<file path="src/rtl/bmrs_pkg.sv">
// Package for the bus master request session block.
// Event codes, commands, frame constants and the answer validation function.
package bmrs_pkg;

  typedef enum logic [1:0] {
    CMD_TICK   = 2'd0,
    CMD_SUBMIT = 2'd1,
    CMD_BCAST  = 2'd2,
    CMD_DIRECT = 2'd3
  } cmd_e;

  typedef enum logic [2:0] {
    EV_ACCEPTED   = 3'd0,
    EV_REJECTED   = 3'd1,
    EV_TRANSMIT   = 3'd2,
    EV_ANSWER     = 3'd3,
    EV_UNEXPECTED = 3'd4,
    EV_IRRELEVANT = 3'd5,
    EV_CONN_FAIL  = 3'd6
  } event_e;

  localparam logic [1:0] REG_ANSWER_TIMEOUT  = 2'd0;
  localparam logic [1:0] REG_UNICAST_TIMEOUT = 2'd1;
  localparam logic [1:0] REG_MAX_RETRIES     = 2'd2;

  localparam logic [1:0] SLOT_BASIC  = 2'd0;
  localparam logic [1:0] SLOT_BCAST  = 2'd1;
  localparam logic [1:0] SLOT_DIRECT = 2'd2;

  localparam logic [5:0] ADDR_BROADCAST = 6'd0;
  localparam logic [5:0] ADDR_DIRECT    = 6'd63;
  localparam logic [1:0] TYPE_HP_SLAVE  = 2'd3;
  localparam logic [1:0] TYPE_HP_MASTER = 2'd2;
  localparam logic [1:0] TYPE_MASTER    = 2'd0;
  localparam logic [3:0] WR_RANGE_LEN   = 4'd2;

  localparam logic [3:0] FC_WR_RANGE  = 4'd0;
  localparam logic [3:0] FC_WR_SERIES = 4'd1;
  localparam logic [3:0] FC_RD_RANGE  = 4'd2;
  localparam logic [3:0] FC_RD_SERIES = 4'd3;

  typedef struct packed {
    logic [3:0] len;
    logic [1:0] ftype;
    logic [3:0] fcode;
    logic [5:0] addr;
  } hdr_t;

  typedef struct packed {
    logic [2:0]  ev;
    hdr_t        hdr;
    logic [63:0] payload;
  } res_t;

  function automatic logic [7:0] byte_at(input logic [63:0] p, input logic [3:0] i);
    byte_at = i[3] ? 8'd0 : p[{i[2:0], 3'b000} +: 8];
  endfunction

  // Check an answer frame against a stored request.
  function automatic logic relevant(input hdr_t rh, input logic [63:0] rp,
                                    input hdr_t ah, input logic [63:0] ap);
    logic       ok;
    logic [4:0] rl2;
    logic [4:0] al2;
    ok = 1'b0;
    rl2 = {rh.len, 1'b0};
    al2 = {ah.len, 1'b0};
    if (rh.addr != ADDR_BROADCAST && (rh.addr == ADDR_DIRECT || rh.addr == ah.addr)
        && rh.fcode == ah.fcode && ah.len != 4'd0) begin
      case (rh.fcode)
        FC_WR_RANGE: ok = ah.len == WR_RANGE_LEN && rp[15:0] == ap[15:0];
        FC_WR_SERIES: begin
          ok = {1'b0, rh.len} == al2;
          for (int i = 0; i < 8; i++) begin
            if (4'(i) < rh.len[3:1] && byte_at(rp, 4'(2 * i)) != byte_at(ap, 4'(i)))
              ok = 1'b0;
          end
        end
        FC_RD_RANGE: begin
          // al == rl + hi - lo + 1, computed in 10 bits unsigned (wrapping)
          ok = ({6'd0, ah.len} == 10'({6'd0, rh.len} + {1'b0, rp[15:8]}
                - {1'b0, rp[7:0]} + 10'd1)) && rp[15:0] == ap[15:0];
        end
        FC_RD_SERIES: begin
          ok = rl2 == {1'b0, ah.len};
          for (int i = 0; i < 8; i++) begin
            if (4'(i) < rh.len && byte_at(rp, 4'(i)) != byte_at(ap, 4'(2 * i)))
              ok = 1'b0;
          end
        end
        4'd4, 4'd5, 4'd6, 4'd7: ok = 1'b1;
        default: ok = 1'b0;
      endcase
    end
    relevant = ok;
  endfunction

endpackage

</file>
<file path="src/rtl/bmrs_out_queue.sv">
// Two-entry result queue that splits a two-result item into two transfers.
// Depends on bmrs_pkg for the result record.
module bmrs_out_queue (
  input  logic           clk_i,
  input  logic           rst_ni,
  input  logic           push_i,
  input  logic [1:0]     cnt_i,
  input  bmrs_pkg::res_t res0_i,
  input  bmrs_pkg::res_t res1_i,
  output logic           space_o,
  output logic           tvalid_o,
  input  logic           tready_i,
  output bmrs_pkg::res_t res_o,
  output logic           last_o
);
  import bmrs_pkg::*;

  res_t       ent_q [2];
  logic       lst_q [2];
  logic [1:0] cnt_q;
  logic       pop;

  assign pop      = tvalid_o && tready_i;
  assign tvalid_o = cnt_q != 2'd0;
  assign res_o    = ent_q[0];
  assign last_o   = lst_q[0];
  // accept only into an empty queue, or one draining its final entry now
  assign space_o  = cnt_q == 2'd0 || (cnt_q == 2'd1 && pop);

  always_ff @(posedge clk_i or negedge rst_ni) begin
    if (!rst_ni) begin
      cnt_q <= 2'd0;
    end else begin
      if (push_i && cnt_i != 2'd0) begin
        cnt_q <= cnt_i;
      end else if (pop) begin
        cnt_q <= cnt_q - 2'd1;
      end
    end
  end

  always_ff @(posedge clk_i) begin
    if (push_i && cnt_i != 2'd0) begin
      ent_q[0] <= res0_i;
      lst_q[0] <= cnt_i == 2'd1;
      ent_q[1] <= res1_i;
      lst_q[1] <= 1'b1;
    end else if (pop) begin
      ent_q[0] <= ent_q[1];
      lst_q[0] <= lst_q[1];
    end
  end

  assert property (@(posedge clk_i) disable iff (!rst_ni) cnt_q != 2'd3)
    else $error("result queue overfilled");
  assert property (@(posedge clk_i) disable iff (!rst_ni)
    (cnt_q == 2'd2) |-> !lst_q[0])
    else $error("first of two results flagged last");
  assert property (@(posedge clk_i) disable iff (!rst_ni)
    (tvalid_o && !tready_i) |=> tvalid_o)
    else $error("result dropped while stalled");
endmodule

</file>
<file path="src/rtl/bus_master_request_session.sv">
// Top level of the bus master request session.
// Depends on bmrs_pkg and bmrs_out_queue.
//
// Usage: items enter on the s_axis channel (command, time, received frame,
// transmitter accept, submit fields), results leave on m_axis with tlast
// on the final result of an item. Registers are to be written over the cfg
// channel (index 0 answer timeout, 1 unicast timeout, 2 max retries) only
// while the block is idle; the block itself does not enforce this.
// Each item is processed in the cycle it is accepted; its results are
// registered into a two-entry output queue. A new item is accepted only once
// the queue is empty or its final result is being taken, so an item with two
// results must drain both first; throughput is set by the single output port.
// Reset clears the session state, pending flags and retry count and loads
// the register defaults. A stalled receiver holds the queue and s_axis_tready
// stays low until the final queued result is taken.
module bus_master_request_session #(
  parameter int TIME_BITS = 32
) (
  input  logic                 clk_i,
  input  logic                 rst_ni,
  input  logic                 s_axis_tvalid,
  output logic                 s_axis_tready,
  // tdata: command[1:0], time_now[33:2], frame_valid[34], tx_accept[35],
  // frame_address[41:36], frame_fcode[45:42], frame_type[47:46],
  // frame_length[51:48], frame_payload[115:52], high_priority[116], zero pad
  input  logic [((TIME_BITS+92)/8)*8-1:0] s_axis_tdata,
  output logic                 m_axis_tvalid,
  input  logic                 m_axis_tready,
  // tdata: event_res[2:0], out_address[8:3], out_fcode[12:9], out_type[14:13],
  // out_length[18:15], out_payload[82:19]
  output logic [87:0]          m_axis_tdata,
  output logic                 m_axis_tlast,
  input  logic                 cfg_valid_i,
  output logic                 cfg_ready_o,
  input  logic [1:0]           cfg_index_i,
  input  logic [31:0]          cfg_data_i
);
  import bmrs_pkg::*;

  localparam int TB = TIME_BITS;

  typedef enum logic [1:0] {
    ST_WAIT_REQ = 2'd0,
    ST_SENDING  = 2'd1,
    ST_WAIT_ANS = 2'd2,
    ST_WAIT_UNI = 2'd3
  } state_e;

  logic [31:0] ans_to_q, uni_to_q;
  logic [7:0]  max_retry_q;
  state_e      state_q, state_d;
  logic [2:0]  pend_q, pend_d;
  logic [1:0]  slot_q, slot_d;
  logic [TB-1:0] req_time_q, req_time_d;
  logic [7:0]  retry_q, retry_d;
  hdr_t        hdr_q [3];
  logic [63:0] pay_q [3];

  logic        accept, space;
  logic [1:0]  cmd;
  logic [TB-1:0] now, elapsed;
  logic        fv, txa, hp;
  hdr_t        fh;
  logic [63:0] fp;
  res_t        r0, r1, rq;
  logic [1:0]  n;
  logic        wr_en;
  logic [1:0]  wr_slot;
  hdr_t        wr_hdr;
  hdr_t        rh;
  logic [63:0] rp;
  logic        rel_basic, rel_direct;
  logic        ans_due, uni_due;

  assign cmd = s_axis_tdata[1:0];
  assign now = s_axis_tdata[TB+1:2];
  assign fv  = s_axis_tdata[TB+2];
  assign txa = s_axis_tdata[TB+3];
  assign fh.addr  = s_axis_tdata[TB+9:TB+4];
  assign fh.fcode = s_axis_tdata[TB+13:TB+10];
  assign fh.ftype = s_axis_tdata[TB+15:TB+14];
  assign fh.len   = s_axis_tdata[TB+19:TB+16];
  assign fp  = s_axis_tdata[TB+83:TB+20];
  assign hp  = s_axis_tdata[TB+84];

  assign s_axis_tready = space;
  assign accept = s_axis_tvalid && space;
  assign cfg_ready_o = 1'b1;

  assign elapsed = now - req_time_q;
  assign ans_due = 64'(elapsed) >= 64'(ans_to_q);
  assign uni_due = 64'(elapsed) >= 64'(uni_to_q);

  assign rh = hdr_q[slot_q];
  assign rp = pay_q[slot_q];
  assign rel_basic  = relevant(hdr_q[SLOT_BASIC], pay_q[SLOT_BASIC], fh, fp);
  assign rel_direct = relevant(hdr_q[SLOT_DIRECT], pay_q[SLOT_DIRECT], fh, fp);

  always_comb begin
    state_d = state_q;
    pend_d = pend_q;
    slot_d = slot_q;
    req_time_d = req_time_q;
    retry_d = retry_q;
    wr_en = 1'b0;
    wr_slot = SLOT_BASIC;
    wr_hdr = fh;
    r0 = '0;
    r1 = '0;
    n = 2'd0;
    rq = '0;
    if (cmd != CMD_TICK) begin
      n = 2'd1;
      r0.ev = EV_REJECTED;
      if (cmd == CMD_SUBMIT) begin
        if (fh.addr != ADDR_BROADCAST && fh.addr != ADDR_DIRECT) begin
          wr_en = 1'b1;
          pend_d[SLOT_BASIC] = 1'b1;
          r0.ev = EV_ACCEPTED;
        end
      end else begin
        wr_slot = (cmd == CMD_BCAST) ? SLOT_BCAST : SLOT_DIRECT;
        wr_hdr.addr = (cmd == CMD_BCAST) ? ADDR_BROADCAST : ADDR_DIRECT;
        wr_hdr.ftype = hp ? TYPE_HP_MASTER : TYPE_MASTER;
        if (!pend_q[wr_slot]) begin
          wr_en = 1'b1;
          pend_d[wr_slot] = 1'b1;
          r0.ev = EV_ACCEPTED;
        end
      end
    end else begin
      if ((state_q == ST_WAIT_REQ || state_q == ST_SENDING) && fv) begin
        rq.ev = (fh.ftype == TYPE_HP_SLAVE) ? EV_UNEXPECTED : EV_IRRELEVANT;
        rq.hdr = fh;
        rq.payload = fp;
        r0 = rq;
        n = 2'd1;
        rq = '0;
      end
      case (state_q)
        ST_WAIT_REQ: begin
          if (pend_q != 3'd0) begin
            slot_d = pend_q[SLOT_BCAST] ? SLOT_BCAST :
                     pend_q[SLOT_DIRECT] ? SLOT_DIRECT : SLOT_BASIC;
            pend_d[slot_d] = 1'b0;
            state_d = ST_SENDING;
          end
        end
        ST_SENDING: begin
          if (txa) begin
            rq.ev = EV_TRANSMIT;
            rq.hdr = rh;
            rq.payload = rp;
            if (rh.addr == ADDR_DIRECT) begin
              state_d = ST_WAIT_UNI;
              req_time_d = now;
            end else if (rh.addr == ADDR_BROADCAST) begin
              state_d = ST_WAIT_REQ;
            end else begin
              state_d = ST_WAIT_ANS;
              req_time_d = now;
            end
          end
        end
        ST_WAIT_ANS: begin
          if (!fv) begin
            if (ans_due) begin
              if (retry_q >= max_retry_q) begin
                retry_d = 8'd0;
                rq.ev = EV_CONN_FAIL;
                state_d = ST_WAIT_REQ;
              end else begin
                retry_d = retry_q + 8'd1;
                state_d = ST_SENDING;
              end
            end
          end else begin
            rq.hdr = fh;
            rq.payload = fp;
            if (fh.ftype == TYPE_HP_SLAVE) rq.ev = EV_UNEXPECTED;
            else if (!rel_basic) rq.ev = EV_IRRELEVANT;
            else begin
              rq.ev = EV_ANSWER;
              retry_d = 8'd0;
              state_d = ST_WAIT_REQ;
            end
          end
        end
        default: begin
          if (!fv) begin
            if (uni_due) state_d = ST_WAIT_REQ;
          end else begin
            rq.hdr = fh;
            rq.payload = fp;
            rq.ev = (fh.ftype == TYPE_HP_SLAVE || rel_direct) ? EV_UNEXPECTED
                                                              : EV_IRRELEVANT;
          end
        end
      endcase
      // a state event exists when rq was filled above; it follows a frame event, else it is first
      if (rq.ev != EV_ACCEPTED || (state_q == ST_SENDING && txa)) begin
        if (n == 2'd1) begin
          r1 = rq;
          n = 2'd2;
        end else begin
          r0 = rq;
          n = 2'd1;
        end
      end
    end
  end

  always_ff @(posedge clk_i or negedge rst_ni) begin
    if (!rst_ni) begin
      state_q <= ST_WAIT_REQ;
      pend_q <= 3'd0;
      slot_q <= SLOT_BASIC;
      req_time_q <= '0;
      retry_q <= 8'd0;
      ans_to_q <= 32'd100;
      uni_to_q <= 32'd100;
      max_retry_q <= 8'd3;
    end else begin
      if (accept) begin
        state_q <= state_d;
        pend_q <= pend_d;
        slot_q <= slot_d;
        req_time_q <= req_time_d;
        retry_q <= retry_d;
      end
      if (cfg_valid_i) begin
        case (cfg_index_i)
          REG_ANSWER_TIMEOUT:  ans_to_q <= cfg_data_i;
          REG_UNICAST_TIMEOUT: uni_to_q <= cfg_data_i;
          REG_MAX_RETRIES:     max_retry_q <= cfg_data_i[7:0];
          default: ;
        endcase
      end
    end
  end

  always_ff @(posedge clk_i) begin
    if (accept && wr_en) begin
      hdr_q[wr_slot] <= wr_hdr;
      pay_q[wr_slot] <= fp;
    end
  end

  res_t qres;

  bmrs_out_queue u_queue (
    .clk_i    (clk_i),
    .rst_ni   (rst_ni),
    .push_i   (accept),
    .cnt_i    (n),
    .res0_i   (r0),
    .res1_i   (r1),
    .space_o  (space),
    .tvalid_o (m_axis_tvalid),
    .tready_i (m_axis_tready),
    .res_o    (qres),
    .last_o   (m_axis_tlast)
  );

  assign m_axis_tdata = {5'd0, qres.payload, qres.hdr.len, qres.hdr.ftype,
                         qres.hdr.fcode, qres.hdr.addr, qres.ev};

  assert property (@(posedge clk_i) disable iff (!rst_ni)
    (accept && cmd == CMD_TICK && state_q == ST_SENDING && !txa)
    |=> state_q == ST_SENDING)
    else $error("request left sending without transmitter accept");
  assert property (@(posedge clk_i) disable iff (!rst_ni)
    (accept && cmd != CMD_TICK) |=> m_axis_tvalid)
    else $error("submit produced no result");
  assert property (@(posedge clk_i) disable iff (!rst_ni)
    (accept && state_q == ST_WAIT_REQ && cmd == CMD_TICK && pend_q != 3'd0)
    |=> state_q == ST_SENDING)
    else $error("pending request not picked");
endmodule
</file>
<file path="config.mk">
export PLATFORM = sky130hd
export DESIGN_NAME = bus_master_request_session
export DESIGN_NICKNAME = d
export VERILOG_FILES = /design/src/rtl/bmrs_pkg.sv /design/src/rtl/bmrs_out_queue.sv /design/src/rtl/bus_master_request_session.sv
export SDC_FILE = /design/constraint.sdc
export NUM_CORES = 1
export LEC_CHECK = 0
export CORE_UTILIZATION = 35
export DETAILED_ROUTE_END_ITERATION = 6
export DONT_BUFFER_PORTS = 1
export PLACE_DENSITY = 0.55
export SKIP_CTS_REPAIR_TIMING = 1
export SYNTH_ARGS = -nofsm -noshare
export SYNTH_HDL_FRONTEND = slang
export SYNTH_SLANG_ARGS = --single-unit
</file>
<file path="constraint.sdc">
create_clock -name clk_i -period 13.85 [get_ports clk_i]
set_input_delay 0.6925 -clock clk_i [delete_from_list [all_inputs] [get_ports clk_i]]
set_output_delay 0.6925 -clock clk_i [all_outputs]
set_load 0.1 [all_outputs]
</file>
==> flow_summary.json, run 1 <==
{
  "global_route.usage.total": 0.1923,
  "synth_top_area_cell": "edfxtp_1",
  "worst-endpoint-required_ns": 14.25,
  "clk_latency_ns": 0.65,
  "reg2reg_depth": 31,
  "ys_top_cells_by_area": "edfxtp_1, dfrtp_1, ha_1, nand2_1, o21ai_0",
  "final.fill_count": 7883,
  "drv.max_cap_violation_count": 0,
  "syn_std_cell_area_um2": 28940,
  "core_ar_um2": 81980,
  "register_area_um2": 15290,
  "postSynthRegisterBits": 529,
  "layout_commonest_cell": "edfxtp_1",
  "synthCells": 2667,
  "totalNegativeSetupSlack_ns": 0,
  "rsz0062_at_grt": "no",
  "cpPeakStageDelay_ns": 0.84,
  "worstPathMaxFanout": 86,
  "dieArea_um2": 83850,
  "multi_input_comb_area_um2": 12520,
  "chipHeight_um": 289.6,
  "synth-edff-count": 407,
  "totalWireLength_mm": 82.05,
  "power.density_cell_area_nw_per_um2": 207.9,
  "final-max-slew-violation-count": 0,
  "cts_tree": "done",
  "fin_skew_ns": 0.06465,
  "max_slew.worst_pin.slew_ns": 1.206,
  "timing.critical_path.to_type": "register",
  "seq_area_frac_synth": 0.5279,
  "run_status": "finished, violations left",
  "final_nets": 2924,
  "antenna_violations_before_repair": 2,
  "yosys_warnings": 0,
  "numCtsBuffers": 61,
  "period_minus_slack_ns": 8.655,
  "grt_pass1_wl_mm": 123.0,
  "drive_above_1_share": 0.08975,
  "syn2layout_area_growth_pct": 10.57,
  "cts-root-to-sink-buffers": 3,
  "synthFlopType": "edfxtp_1",
  "detailed_place_hpwl_mm": 56.79,
  "failed_checks": "DRC",
  "vias_per_cell": 5.376,
  "drt.antenna.violating_nets": 0,
  "clockRootBuffer": "clkbuf_16",
  "mostFrequentLayoutCells": "edfxtp_1, nand2_1, o21ai_0, inv_1, a21oi_1",
  "slowest_stage": "buf_4",
  "arrival_ns": 9.06,
  "drtIter0Drc": 1373,
  "p_leak_nw": 11.81,
  "startpoint": "req_time_q[0]",
  "grt_pass1_vias": 19993,
  "regToRegSetupSlack_ns": 5.20,
  "clkSinkCount": 529,
  "placement_rows": 105,
  "worst_setup_path_start_kind": "register",
  "effective_utilization_at_floorplan": 0.3531,
  "maxClockFrequency_mhz": 115.5,
  "syn_avg_cell_area_um2": 10.85,
  "gpl.final_weighted_congestion": 0.8838,
  "grt_start_max_net_pins": 122,
  "maxSlewHeadroom": 0.1976,
  "class_of_the_tightest_hold_or_removal_check": "input pin to asynchronous set/reset pin",
  "vdd_drop_max_mv": 0.1153,
  "cts.clk_slew.worst_paths_ns": 0.06,
  "ports": 251,
  "async_flop_share": 0.2287,
  "hold_violations": 0,
  "chipWidth_um": 289.6,
  "r2r_start": "req_time_q[0]",
  "setup_viol": 0,
  "synthDominantCellAreaShare": 0.4223,
  "numPortBuffers": 0,
  "worst_setup_path_endpoint": "u_queue.ent_q[0][80]",
  "drt_drc_violations_left": 2,
  "layout_worst_path_cycle_share": 0.6249,
  "timing_worst_setup_path_type": "register to register",
  "worstReg2RegEnd": "u_queue.ent_q[0][80]",
  "htreeDepth": 2,
  "antenna-diode-count": 0,
  "grt_overflow": 0,
  "firstDrtPassIters": 7,
  "route.vias.total": 20068,
  "synthDistinctLibCells": 78,
  "drt-wirelength-per-cell_um": 21.98,
  "design_power_total_mw": 6.654
}
## metal layers
metal | global-route usage | vias to the layer above | part of all wire
li1 | - | 9510 | -
met1 | 0.2501 | 9849 | 0.42
met2 | 0.3192 | 611 | 0.48
met3 | 0.05118 | 96 | 0.083
met4 | 0.04319 | 2 | 0.017
met5 | 0 | - | 0.00016
## final cells by class
class | instances | area share
inverter | 177 | 0.02080
timing repair buffer | 22 | 0.005786
clock buffer | 71 | 0.04954
sequential | 529 | 0.4777
multi-input combinational | 1824 | 0.3912
clock inverter | 40 | 0.01314
tap | 1070 | 0.04183
## critical path: cells and delay by family, from the launching register on
kind,cells,cell delay [ns]
compound gates,16,3.98
xor+xnor,1,0.12
fa+ha+maj,4,1.11
buf+inv,3,1.58
flops,1,0.35
simple gates,7,1.26
## metrics by stage
step           cells  worst slack, ns  hold WS, ns  area, um^2    util
3_3_place_gp    3621            4.930       0.4000       29970  0.3656
5_1_grt         3733            4.364      0.04066       32000  0.3904
4_1_cts         3732            5.117      -0.3155       31970  0.3900
2_1_floorplan   2671            5.553       0.3969       28960       -
3_5_place_dp    3621            4.745       0.4001       29970  0.3656
6_report        3733            5.195      0.01440       32000  0.3904
## flip-flops by register name (all words and copies together), names as in the netlist, 3 cells and up
register,count
u_queue.ent_q,166
req_time_q,32
hdr_q,48
pay_q,192
pend_q,3
retry_q,8
max_retry_q,8
ans_to_q,32
uni_to_q,32
## how the worst min path moves through the flow
| stage | startpoint | end | slack (ns) | cells after the start |
|---|---|---|---|---|
| floorplan | rst_ni | ans_to_q[0] | 0.40 | 0 |
| global placement | rst_ni | req_time_q[25] | 0.40 | 0 |
| detailed placement | rst_ni | req_time_q[25] | 0.40 | 0 |
| CTS | rst_ni | uni_to_q[28] | -0.32 | 0 |
| global route | rst_ni | ans_to_q[16] | 0.04 | 1 |
| finish | rst_ni | req_time_q[15] | 0.01 | 1 |
## report_power, final
part	leakage, nW	switching (mW)	internal (mW)
sequential	5.31	1.03	2.09
combinational	5.52	1.19	0.715
clock	0.981	0.684	0.948
total	11.8	2.90	3.75
## cells by family after synthesis
group,after synthesis,share of synthesized area
fa+ha+maj,150,0.06770
xor+xnor,201,0.06082
other cells,2,0.0002595
mux,161,0.05897
compound gates,610,0.1312
flops,529,0.5279
buf+inv,318,0.04237
simple gates,696,0.1107
## Yosys cell counts (7+ instances only)
cell        n
dfstp_2     8
a211oi_1   17
o211ai_1   13
nand2_1   405
a21oi_1   161
nand2b_1   12
o21ai_0   231
a31oi_1     9
fa_1       11
xnor2_1    85
inv_1     177
clkbuf_1  118
nand4_1    32
buf_1      14
nor2_1     70
and3_1      7
edfxtp_1  407
a22o_1     84
and2_1      8
o31ai_1     8
nor4_1     54
nor3_1     26
a21o_1     22
mux2i_1    85
nand3_1    26
xor2_1    116
dfrtp_1   113
nor2b_1    10
ha_1      139
or2_2      11
mux2_2     76
No activity file was read; power rests on OpenSTA's default activity.
==> inputs of run 2 (changes only) <==
Settings changed: ABC_AREA from default to 1, PLACE_DENSITY 0.55 to 0.57.
Clock period 13.85 ns to 7.03 ns, I/O delays scaled along.
==> run 2 against run 1 <==
  * The run ends with hold timing left
  * Routed wire length rose by 14%
  * Final area grew 9.0%
  * Clock power is 96% higher
  * Synthesized cell count grew 33%
  * Cell count increased by 29%
  * Via count up 21%
  * Flip-flop and latch count unchanged
  * Count of clock-buffer cells in the layout grew 4
  * Hold slack worse by 0.030 ns
  * First-iteration DRC count up 28%
  * Sequential share of layout area shrank 3.9 points
  * Worst setup slack worse by 4.5 ns
==> flow_summary.json, run 2 <==
{
  "run_status": "finished, violations left",
  "failed_checks": "hold timing",
  "yosys_warnings": 0,
  "final_area_um2": 34870,
  "final_core_util": 0.4083,
  "layout_commonest_cell": "nand2_1",
  "ys_top_cells_by_area": "edfxtp_1, nand2_1, dfrtp_1, o21ai_0, inv_1",
  "power.density_cell_area_nw_per_um2": 381.5,
  "hold_violations": 7,
  "grt_pass1_vias": 22608,
  "timing_worst_setup_path_type": "register to register",
  "cpPeakStageDelay_ns": 0.39,
  "reg_top3": "pay_q (192), u_queue.ent_q (166), hdr_q (48)",
  "synthDistinctLibCells": 60,
  "mostFrequentLayoutCells": "nand2_1, inv_1, o21ai_0, edfxtp_1, nor2_1",
  "maxSlewHeadroom": 0.2565,
  "worst-endpoint-required_ns": 7.38,
  "synthFlopType": "edfxtp_1",
  "ports": 251,
  "cp_common_cell": "nand2_1",
  "fin_skew_ns": 0.09326,
  "syn_std_cell_area_um2": 30280,
  "arrival_ns": 6.74,
  "seq_area_frac_synth": 0.5046,
  "core_ar_um2": 85410,
  "grt_overflow": 0,
  "worst_hold_margin_ns": -0.01586,
  "clkSinkCount": 529,
  "numPortBuffers": 0,
  "max_flop_register": "pay_q",
  "detailed_place_hpwl_mm": 61.64,
  "totalNegativeSetupSlack_ns": 0,
  "chipWidth_um": 296.1,
  "worstPathMaxFanout": 45,
  "route.vias.total": 24279,
  "synthTopCellsByCount": "nand2_1, inv_1, o21ai_0",
  "numCtsBuffers": 60,
  "clk_latency_ns": 0.70,
  "async_flop_share": 0.2287,
  "final_nets": 3941,
  "drive_above_1_share": 0.05323,
  "setup_ws_ns": 0.6464,
  "cts_tree": "done",
  "htreeDepth": 2,
  "totalWireLength_mm": 93.58,
  "grt_start_max_net_pins": 122,
  "rsz0062_at_grt": "no",
  "dieArea_um2": 87700,
  "timing.critical_path.to_type": "register",
  "worst_setup_path_start_kind": "register",
  "postSynthRegisterBits": 529,
  "worstHoldStart": "s_axis_tdata[116]",
  "slowest_stage": "fa_1",
  "design_power_total_mw": 13.30,
  "startpoint": "req_time_q[0]",
  "cts-root-to-sink-buffers": 3,
  "vdd_drop_max_mv": 0.2901,
  "firstDrtPassIters": 5,
  "synth-edff-count": 407,
  "layout_worst_path_cycle_share": 0.9081,
  "synth_top_area_cell": "edfxtp_1",
  "gpl.final_weighted_congestion": 0.9142,
  "r2r_start": "req_time_q[0]",
  "effective_utilization_at_floorplan": 0.3545,
  "cts.clk_slew.worst_paths_ns": 0.06,
  "class_of_the_tightest_hold_or_removal_check": "input pin to register",
  "syn_avg_cell_area_um2": 8.532,
  "drt_drc_violations_left": 0,
  "grt_pass1_wl_mm": 135.7,
  "detailed_place.area_um2": 31430,
  "final-max-slew-violation-count": 0,
  "period_minus_slack_ns": 6.384,
  "max_slew.worst_pin.slew_ns": 1.113,
  "global_route.usage.total": 0.2028,
  "p_leak_nw": 14.49,
  "drv.max_cap_violation_count": 0,
  "chipHeight_um": 296.1,
  "placement_rows": 107,
  "synth.most_common_cell": "nand2_1",
  "synthCells": 3549,
  "drt-wirelength-per-cell_um": 19.38,
  "flip_flop_count_of_the_largest_register_after_layout": 192,
  "setup_viol": 0,
  "antenna_violations_before_repair": 0,
  "drtIter0Drc": 1761,
  "vias_per_cell": 5.028,
  "placement.setup.worst_slack_ns": 0.4415,
  "synthDominantCellAreaShare": 0.4036,
  "clockRootBuffer": "clkbuf_16",
  "syn2layout_area_growth_pct": 15.16,
  "maxClockFrequency_mhz": 156.7,
  "drt.antenna.violating_nets": 0
}
[run 2: metal layers]
layer  vias to the layer above  wire [um]  GRT usage
met3                       153       7034    0.04587
met1                     11426      39720     0.2608
met5                         -          0          0
li1                      11937          -          -
met2                       763      44090     0.3358
met4                         0       2731    0.06588
[run 2: worst max-delay path: cells and delay by family (launching register included)]
kind / cells / cell delay, ns
AO/OA/AOI/OAI: 11 / 1.83
flip-flops: 1 / 0.35
XOR/XNOR: 1 / 0.23
adder cells (fa/ha/maj): 4 / 1.14
AND/OR/NAND/NOR: 14 / 1.76
buffers and inverters: 3 / 0.73
[run 2: layout make-up]
cell class	count	area [um^2]
Antenna cell	3	7.507
Multi-Input combinational cell	2368	12550
Tap cell	1144	1431
Timing Repair Buffer	165	1687
Sequential cell	529	15290
Clock inverter	37	340.3
Clock buffer	75	1649
Inverter	508	1914
Fill cell	8566	50540
[run 2: cells by family after synthesis]
kind of cell / count (synthesis) / synth area share
other: 2 / 0.0002480
muxes: 1 / 0.0003719
and+or+nand+nor: 1344 / 0.1794
buffers and inverters: 656 / 0.08367
xor gates and xnor gates: 113 / 0.03268
adders and majority gates: 150 / 0.06471
AOI/OAI and AO/OA: 754 / 0.1343
DFF: 529 / 0.5046
[run 2: metrics by stage]
step | cells | hold WS [ns]
CTS | 4684 | -0.6741
finish | 4829 | -0.01586
global placement | 4572 | 0.05980
floorplan | 3553 | 0.05591
global route | 4826 | 0.00001588
detailed placement | 4572 | 0.05823
[run 2: report_power, final]
group,leakage (nW),total (mW),switching [mW],internal (mW)
clock,0.994,3.20,1.36,1.84
sequential,5.25,6.23,2.09,4.15
combinational,8.25,3.87,2.67,1.20
[run 2: final timing paths]
path,endpoint,slack [ns],cells past startpoint
min,hdr_q[0][11],-0.02,2
min reg2reg,u_queue.lst_q[1],0.44,1
max in group asynchronous,slot_q[1],6.13,2
max,u_queue.ent_q[0][15],0.65,33
min in group asynchronous,req_time_q[22],0.33,2
max reg2reg,u_queue.ent_q[0][15],0.65,33
